File: config.mk
export PLATFORM = sky130hd
export DESIGN_NAME = signed_int_to_radix_digits
export DESIGN_NICKNAME = d
export VERILOG_FILES = /design/src/sv/sitrd_pkg.sv /design/src/sv/signed_int_to_radix_digits.sv /design/src/sv/sitrd_cell.sv /design/src/sv/sitrd_chain.sv
export SDC_FILE = /design/constraint.sdc
export NUM_CORES = 1
export LEC_CHECK = 0
export BUFFER_PORTS_ARGS = -buffer_cell sky130_fd_sc_hd__buf_2
export CAP_MARGIN = 20
export CORE_MARGIN = 8
export CORE_UTILIZATION = 65
export CTS_CLUSTER_DIAMETER = 40
export CTS_CLUSTER_SIZE = 20
export DETAILED_ROUTE_END_ITERATION = 10
export PLACE_DENSITY_LB_ADDON = 0.2
export SLEW_MARGIN = 20
export SYNTH_ARGS = -nofsm -noshare
export SYNTH_HDL_FRONTEND = slang
export SYNTH_HIERARCHICAL = 1
export SYNTH_SLANG_ARGS = --single-unit
File: constraint.sdc
create_clock -name clock -period 70.3 [get_ports clock]
set_input_delay 10.545 -clock clock [delete_from_list [all_inputs] [get_ports clock]]
set_output_delay 10.545 -clock clock [all_outputs]
set_load 0.005 [all_outputs]
File: src/sv/sitrd_pkg.sv
// Shared types and constants for the signed integer to radix text converter.
`timescale 1ns / 1ps
`default_nettype none

package sitrd_pkg;

   // Character sent ahead of the digits of a negative number.
   localparam logic [7:0] MINUS_CHAR = 8'h2D;

   // Register indexes of the configuration port.
   localparam int CSR_INDEX_BITS = 2;
   localparam logic [CSR_INDEX_BITS-1:0] CSR_RADIX        = 2'd0;
   localparam logic [CSR_INDEX_BITS-1:0] CSR_SYMBOLS_LOW  = 2'd1;
   localparam logic [CSR_INDEX_BITS-1:0] CSR_SYMBOLS_HIGH = 2'd2;

   // Controller states.
   typedef enum logic [1:0] {
      ST_IDLE,
      ST_CONVERT,
      ST_OUTPUT
   } state_type;

   // Per-cycle command broadcast to every digit cell.
   typedef struct packed {
      logic clear;
      logic convert;
      logic shift;
   } cell_ctl_type;

endpackage

`default_nettype wire

File: src/sv/signed_int_to_radix_digits.sv
// Top level of the signed integer to radix text converter.
//
//   channel   direction  ports                                   accepted when
//   request   in         start, busy, req_value                  start && !busy
//   response  out        rsp_valid, rsp_text_char, rsp_last_char rsp_valid (one cycle)
//   config    in         csr_wr_en, csr_index, csr_wr_data       csr_wr_en
//
// A request keeps busy high through ST_CONVERT and ST_OUTPUT: in ST_CONVERT the magnitude
// is fed one bit a cycle into the row of digit cells, then in ST_OUTPUT the digits shift up
// and out, leading zeros dropped, one character a cycle. Characters appear from output
// registers in the cycle after they are chosen, the minus sign while the magnitude is still
// being fed in and the final character in the cycle busy falls, when the next request can
// be taken. Reset restores radix 10 and zero symbols; no output stall.
`timescale 1ns / 1ps
`default_nettype none

module signed_int_to_radix_digits #(
   parameter int VALUE_BITS = 32,
   parameter int MAX_RADIX  = 16
) (
   input  wire                                   clock,
   input  wire                                   reset,
   input  wire                                   start,
   output logic                                  busy,
   input  wire  signed [VALUE_BITS-1:0]          req_value,
   output logic                                  rsp_valid,
   output logic [7:0]                            rsp_text_char,
   output logic                                  rsp_last_char,
   input  wire                                   csr_wr_en,
   input  wire  [sitrd_pkg::CSR_INDEX_BITS-1:0]  csr_index,
   input  wire  [63:0]                           csr_wr_data
);

   localparam int DIGIT_BITS = $clog2(MAX_RADIX);
   localparam int RADIX_BITS = DIGIT_BITS + 1;
   localparam int CNT_BITS   = $clog2(VALUE_BITS + 1);
   localparam int EXT_BITS   = (DIGIT_BITS > 4) ? DIGIT_BITS : 4;

   // Configuration registers.
   logic [4:0]  radix_ff;
   logic [63:0] symbols_low_ff;
   logic [63:0] symbols_high_ff;

   always_ff @(posedge clock) begin
      if (reset) begin
         radix_ff        <= 5'd10;
         symbols_low_ff  <= '0;
         symbols_high_ff <= '0;
      end else if (csr_wr_en) begin
         unique case (csr_index)
            sitrd_pkg::CSR_RADIX:        radix_ff        <= csr_wr_data[4:0];
            sitrd_pkg::CSR_SYMBOLS_LOW:  symbols_low_ff  <= csr_wr_data;
            sitrd_pkg::CSR_SYMBOLS_HIGH: symbols_high_ff <= csr_wr_data;
            default: ;
         endcase
      end
   end

   // Radix clamped into the supported range.
   logic [RADIX_BITS-1:0] eff_radix;

   always_comb begin
      if (radix_ff < 5'd2) begin
         eff_radix = RADIX_BITS'(2);
      end else if (32'(radix_ff) > MAX_RADIX) begin
         eff_radix = RADIX_BITS'(MAX_RADIX);
      end else begin
         eff_radix = RADIX_BITS'(radix_ff);
      end
   end

   // Controller and datapath registers.
   sitrd_pkg::state_type  state_ff, state_in;
   logic [CNT_BITS-1:0]   cnt_ff, cnt_in;
   logic                  started_ff, started_in;
   logic                  neg_ff;
   logic [VALUE_BITS-1:0] mag_ff;
   logic [RADIX_BITS-1:0] work_radix_ff;
   logic                  rsp_valid_ff, rsp_valid_in;
   logic [7:0]            rsp_text_char_ff, rsp_text_char_in;
   logic                  rsp_last_char_ff, rsp_last_char_in;

   logic                     accept;
   logic                     req_neg;
   logic [VALUE_BITS-1:0]    req_mag;
   sitrd_pkg::cell_ctl_type  cell_ctl;
   logic [DIGIT_BITS-1:0]    top_digit;
   logic                     overflow;
   logic [EXT_BITS-1:0]      top_ext;
   logic [7:0]               top_symbol;
   logic                     emit_digit;

   assign accept  = start && !busy;
   assign req_neg = req_value[VALUE_BITS-1];
   assign req_mag = req_neg ? (~$unsigned(req_value) + VALUE_BITS'(1)) : $unsigned(req_value);

   // Symbol lookup for the digit in the top cell; digits past the table give zero.
   always_comb begin
      top_ext = EXT_BITS'(top_digit);
      if ((top_ext >> 4) != '0) begin
         top_symbol = 8'h00;
      end else if (top_ext[3]) begin
         top_symbol = symbols_high_ff[{top_ext[2:0], 3'b000} +: 8];
      end else begin
         top_symbol = symbols_low_ff[{top_ext[2:0], 3'b000} +: 8];
      end
   end

   // State register.
   always_ff @(posedge clock) begin
      if (reset) begin
         state_ff     <= sitrd_pkg::ST_IDLE;
         rsp_valid_ff <= 1'b0;
      end else begin
         state_ff     <= state_in;
         rsp_valid_ff <= rsp_valid_in;
      end
   end

   // Next state, cell commands and the next character.
   always_comb begin
      state_in         = state_ff;
      cnt_in           = cnt_ff;
      started_in       = started_ff;
      cell_ctl         = '0;
      rsp_valid_in     = 1'b0;
      rsp_text_char_in = top_symbol;
      rsp_last_char_in = 1'b0;
      emit_digit       = 1'b0;
      busy             = (state_ff != sitrd_pkg::ST_IDLE);

      unique case (state_ff)
         sitrd_pkg::ST_IDLE: begin
            if (accept) begin
               state_in       = sitrd_pkg::ST_CONVERT;
               cnt_in         = CNT_BITS'(VALUE_BITS);
               started_in     = 1'b0;
               cell_ctl.clear = 1'b1;
            end
         end
         sitrd_pkg::ST_CONVERT: begin
            cell_ctl.convert = 1'b1;
            // The sign goes out while the first magnitude bit enters the row.
            if (neg_ff && (cnt_ff == CNT_BITS'(VALUE_BITS))) begin
               rsp_valid_in     = 1'b1;
               rsp_text_char_in = sitrd_pkg::MINUS_CHAR;
            end
            if (cnt_ff == CNT_BITS'(1)) begin
               state_in = sitrd_pkg::ST_OUTPUT;
               cnt_in   = CNT_BITS'(VALUE_BITS);
            end else begin
               cnt_in = cnt_ff - CNT_BITS'(1);
            end
         end
         sitrd_pkg::ST_OUTPUT: begin
            cell_ctl.shift = 1'b1;
            // Leading zeros are dropped, but the lowest digit always goes out.
            emit_digit = started_ff || (top_digit != '0) || (cnt_ff == CNT_BITS'(1));
            if (emit_digit) begin
               rsp_valid_in     = 1'b1;
               rsp_last_char_in = (cnt_ff == CNT_BITS'(1));
               started_in       = 1'b1;
            end
            if (cnt_ff == CNT_BITS'(1)) begin
               state_in = sitrd_pkg::ST_IDLE;
            end else begin
               cnt_in = cnt_ff - CNT_BITS'(1);
            end
         end
         default: begin
            state_in = sitrd_pkg::ST_IDLE;
         end
      endcase
   end

   // Working registers for the request in progress.
   always_ff @(posedge clock) begin
      cnt_ff           <= cnt_in;
      started_ff       <= started_in;
      rsp_text_char_ff <= rsp_text_char_in;
      rsp_last_char_ff <= rsp_last_char_in;
      if (accept) begin
         neg_ff        <= req_neg;
         mag_ff        <= req_mag;
         work_radix_ff <= eff_radix;
      end else if (cell_ctl.convert) begin
         mag_ff <= {mag_ff[VALUE_BITS-2:0], 1'b0};
      end
   end

   // Row of digit cells fed most significant bit first.
   sitrd_chain #(
      .CELLS      (VALUE_BITS),
      .DIGIT_BITS (DIGIT_BITS)
   ) u_chain (
      .clock     (clock),
      .ctl       (cell_ctl),
      .radix     (work_radix_ff),
      .bit_in    (mag_ff[VALUE_BITS-1]),
      .top_digit (top_digit),
      .overflow  (overflow)
   );

   assign rsp_valid     = rsp_valid_ff;
   assign rsp_text_char = rsp_text_char_ff;
   assign rsp_last_char = rsp_last_char_ff;

   // An accepted request makes the block busy.
   a_accept_busy: assert property (@(posedge clock) disable iff (reset)
      accept |=> busy)
      else $error("request accepted but block not busy");

   // Characters only follow a cycle in which a request was in progress.
   a_valid_after_busy: assert property (@(posedge clock) disable iff (reset)
      rsp_valid |-> $past(busy))
      else $error("character sent without a request in progress");

   // The final character leaves as the block becomes idle.
   a_last_idle: assert property (@(posedge clock) disable iff (reset)
      (rsp_valid && rsp_last_char) |-> !busy)
      else $error("final character sent while still busy");

   // The last output cycle always yields the final character.
   a_last_emitted: assert property (@(posedge clock) disable iff (reset)
      ((state_ff == sitrd_pkg::ST_OUTPUT) && (cnt_ff == CNT_BITS'(1)))
      |=> (rsp_valid && rsp_last_char))
      else $error("final character missing");

   // The row of cells is wide enough for any magnitude.
   a_no_overflow: assert property (@(posedge clock) disable iff (reset)
      (state_ff == sitrd_pkg::ST_CONVERT) |-> !overflow)
      else $error("digit row overflowed");

endmodule

`default_nettype wire

File: src/sv/sitrd_cell.sv
// One digit cell: doubles its digit and adds the carry, or takes its lower neighbor's digit.
`timescale 1ns / 1ps
`default_nettype none

module sitrd_cell #(
   parameter int DIGIT_BITS = 4
) (
   input  wire                           clock,
   input  wire sitrd_pkg::cell_ctl_type  ctl,
   input  wire  [DIGIT_BITS:0]           radix,
   input  wire                           carry_in,
   input  wire  [DIGIT_BITS-1:0]         lower_digit,
   output logic                          carry_out,
   output logic [DIGIT_BITS-1:0]         digit_out
);

   logic [DIGIT_BITS-1:0] digit_ff;
   logic [DIGIT_BITS-1:0] digit_in;
   logic [DIGIT_BITS:0]   doubled;
   logic [DIGIT_BITS:0]   reduced;
   logic                  carry_gen;
   logic                  carry_prop;

   // Digit times two plus carry stays below twice the radix, so one subtract reduces it.
   // Whether the doubled digit reaches the radix with a zero or a one shifted in depends
   // only on this cell, so the carry passes through a single AND-OR per cell.
   always_comb begin
      carry_gen  = ({digit_ff, 1'b0} >= radix);
      carry_prop = ({digit_ff, 1'b1} >= radix);
      carry_out  = carry_gen || (carry_prop && carry_in);
      doubled    = {digit_ff, carry_in};
      reduced    = doubled - radix;
   end

   // Clear on a new request, convert while bits shift in, shift up while digits go out.
   always_comb begin
      if (ctl.clear) begin
         digit_in = '0;
      end else if (ctl.convert) begin
         digit_in = carry_out ? reduced[DIGIT_BITS-1:0] : doubled[DIGIT_BITS-1:0];
      end else if (ctl.shift) begin
         digit_in = lower_digit;
      end else begin
         digit_in = digit_ff;
      end
   end

   always_ff @(posedge clock) begin
      digit_ff <= digit_in;
   end

   assign digit_out = digit_ff;

endmodule

`default_nettype wire

File: src/sv/sitrd_chain.sv
// Row of digit cells that turns a bit stream into radix digits and shifts them out.
`timescale 1ns / 1ps
`default_nettype none

module sitrd_chain #(
   parameter int CELLS      = 32,
   parameter int DIGIT_BITS = 4
) (
   input  wire                           clock,
   input  wire sitrd_pkg::cell_ctl_type  ctl,
   input  wire  [DIGIT_BITS:0]           radix,
   input  wire                           bit_in,
   output logic [DIGIT_BITS-1:0]         top_digit,
   output logic                          overflow
);

   logic [CELLS:0]        carry;
   logic [DIGIT_BITS-1:0] digit [CELLS];

   assign carry[0] = bit_in;

   // Cell zero holds the least significant digit; carries and digits move upward.
   for (genvar i = 0; i < CELLS; i++) begin : g_cell
      logic [DIGIT_BITS-1:0] lower_digit;

      if (i == 0) begin : g_bottom
         assign lower_digit = '0;
      end else begin : g_inner
         assign lower_digit = digit[i-1];
      end

      sitrd_cell #(
         .DIGIT_BITS (DIGIT_BITS)
      ) u_cell (
         .clock       (clock),
         .ctl         (ctl),
         .radix       (radix),
         .carry_in    (carry[i]),
         .lower_digit (lower_digit),
         .carry_out   (carry[i+1]),
         .digit_out   (digit[i])
      );
   end

   assign top_digit = digit[CELLS-1];
   assign overflow  = carry[CELLS];

endmodule

`default_nettype wire

==> flow_summary.toml <==
[critical_path]
cp_slowest_stage_delay_ns = 0.74
cp-start-kind = "flop"
worst_ep_required_time_ns = 70.82
reg2reg_slack_ns = 47.10
r2r-start = "work_radix_ff[1]$_SDFFCE_PP1P_"
cp_data_arrival_time_ns = 23.72
cp_max_fo = 49
worstSetupEndpointType = "flop"
critPathKind = "flop to flop"
cp-startpoint = "work_radix_ff[1]$_SDFFCE_PP1P_"
crit_slowest_cell = "edfxtp_1"

[logic_synthesis]
synthArstFlopShare_pct = 0
synth_seq_area_share_pct = 30.1
syn_area_mm2 = 0.0226
syn_avg_cell_area_um2 = 8.92
ys_ff_latch = 318
synth-edff-count = 45
netlist_instances = 2537
yosysWarnings = 6
synthFlopType = "dfxtp_1"
synth_cell_types = 51

[grt]
grt_antenna_before_repair = 5
grt_start_max_net_pins = 162
grtUsageTotal_pct = 26.4
grt.overflow.total = 0
grt_pass1_wl_um = 93100
grt_pass1_vias = 19500

[detailed_routing]
routed_wl_um = 55400
drtAntennaViolNets = 0
post_drt_wl_per_cell_um = 17.5
drc_errors = 0
vias = 19300
firstDrtPassIters = 5
vias_per_cell = 6.12
drtIter0Drc = 1096

[finish]
area_growth_pct = 13.2
final_common_cell = "nand2_1"
antenna_cells = 0
mostFrequentLayoutCells = "nand2_1, dfxtp_1, inv_1"
final_area_mm2 = 0.0256
drive_gt1_share_pct = 15.3
fin_nets = 2996
fin_util_pct = 74.3

[sta]
worst_slew_pin_slew_ns = 0.955
max_slew_margin_pct = 36.4
fin_skew_ns = 0.0358
hold_violations = 0
finalMaxSlewViolations = 0
rsz0062_at_grt = "no"
fin_crit_sh_pct = 33.0
min_period_ns = 23.20
max_freq_mhz = 43.1
setup_viol = 0
fin_setup_tns_ns = 0

[placement]
portBuffers = 112
place_area_mm2 = 0.0237
routabilityCongestion = 0.847
dp_hpwl_um = 35900

[run_status]
outcome = "finished, final reports clean"

[floorplan]
fp.dieArea_mm2 = 0.0410
rows = 68
initial_core_util_pct = 65.7
dieWidth_um = 203
ios = 113
die_h_um = 203
fp.coreArea_mm2 = 0.0345

[clocking]
cts_inserted_buffers = 51
cts_root_buf = "clkbuf_16"
htree_levels = 2
clk_pin_slew_ns = 0.06
cts_hold_repair.buffers = 0
tritoncts = "done"
post_cts_buffers = 0
insertion_delay_ns = 0.61
cts_resized = 0
cts_max_path_buffers = 3
cts_sinks = 318

[min_path]
min_from = "symbols_high_ff[16]$_SDFFE_PP0P_"
holdCritPathClass = "flop to flop"

[run]
max_cap_viol_count = 0

[power]
peakVddDrop_mv = 0.0260
p_leak_nw = 10.1
power.density_mw_per_mm2 = 33.2
state kept, by name, indices dropped and copies added, names as in the netlist:
signal / count
mag_ff: 32
symbols_high_ff: 64
neg_ff: 1
symbols_low_ff: 64
started_ff: 1
u_chain/g_cell.u_cell/digit_out: 128
radix_ff: 5
state_ff: 2
work_radix_ff: 5
rsp_last_char: 1
cnt_ff: 6
rsp_valid: 1
rsp_text_char: 8
final cells by class:
type / count / area, um2
clock buffer: 59 / 1390
sequential: 318 / 6820
timing repair buffer: 136 / 763
inverter: 233 / 880
clock inverter: 36 / 467
tap: 455 / 569
fill: 2542 / 8850
multi-input combinational: 1921 / 14700
critical path: cells and delay by family, from the launching register on:
kind / cells / cell delay, ns
buf+inv: 3 / 0.96
compound gates: 64 / 16.54
fa+ha+maj: 3 / 1.02
simple gates: 31 / 3.79
flops: 1 / 0.74
cell families (layout without fill, tap and decap cells):
group	Yosys count	count (layout)	synth area share, %
multiplexers	146	146	8.42
buffers and inverters	301	464	5.04
other	1	4	0.0166
AND/OR/NAND/NOR	727	727	15.1
flip-flops	318	318	30.1
XOR/XNOR	97	97	3.75
AO/OA/AOI/OAI	714	714	23.6
adder cells (fa/ha/maj)	233	233	13.9
synthesized netlist by cell type, drive strengths merged (33+ instances only):
cell type | count | area [um2]
xor2 | 62 | 543
xnor2 | 35 | 307
nand2 | 497 | 1950
inv | 233 | 875
or3 | 36 | 226
dfxtp | 273 | 5470
o21ai | 173 | 1230
a21oi | 228 | 1140
mux2i | 106 | 1060
or4b | 33 | 334
clkbuf | 47 | 176
ha | 201 | 2510
mux4 | 35 | 788
nor2b | 72 | 450
nand3 | 35 | 175
edfxtp | 45 | 1350
a211oi | 160 | 1200
through the flow:
step           setup slack (ns)  hold WS (ns)  power, mW  cells
6_report                  47.10         0.454      0.851   3158
5_1_grt                   45.61         0.468      0.905   3158
4_1_cts                   46.52         0.455      0.853   3157
3_5_place_dp              46.62         0.446      0.579   3062
3_3_place_gp              47.66         0.439      0.565   3062
2_1_floorplan             47.68         0.433      0.509   2540
per-layer routing:
layer  wire (um)  track usage, %  vias up
met5          69               0        -
met4        1330            9.27       10
met3        2840            4.77      112
met2       27200            44.9      513
met1       24000            33.3     9286
li1            -               -     9391
power breakdown:
part           internal [mW]  switching (mW)
clock                  0.168           0.101
combinational          0.145           0.189
sequential             0.219          0.0288
worst paths after layout:
check                                                   endpoint  cells after the start
min                             symbols_high_ff[16]$_SDFFE_PP0P_                      2
max          u_chain/g_cell[31].u_cell/digit_out[1]$_SDFFE_PP0P_                    101
max reg2reg  u_chain/g_cell[31].u_cell/digit_out[1]$_SDFFE_PP0P_                    101
min reg2reg                     symbols_high_ff[16]$_SDFFE_PP0P_                      2
(Power assumes the default switching activity.)
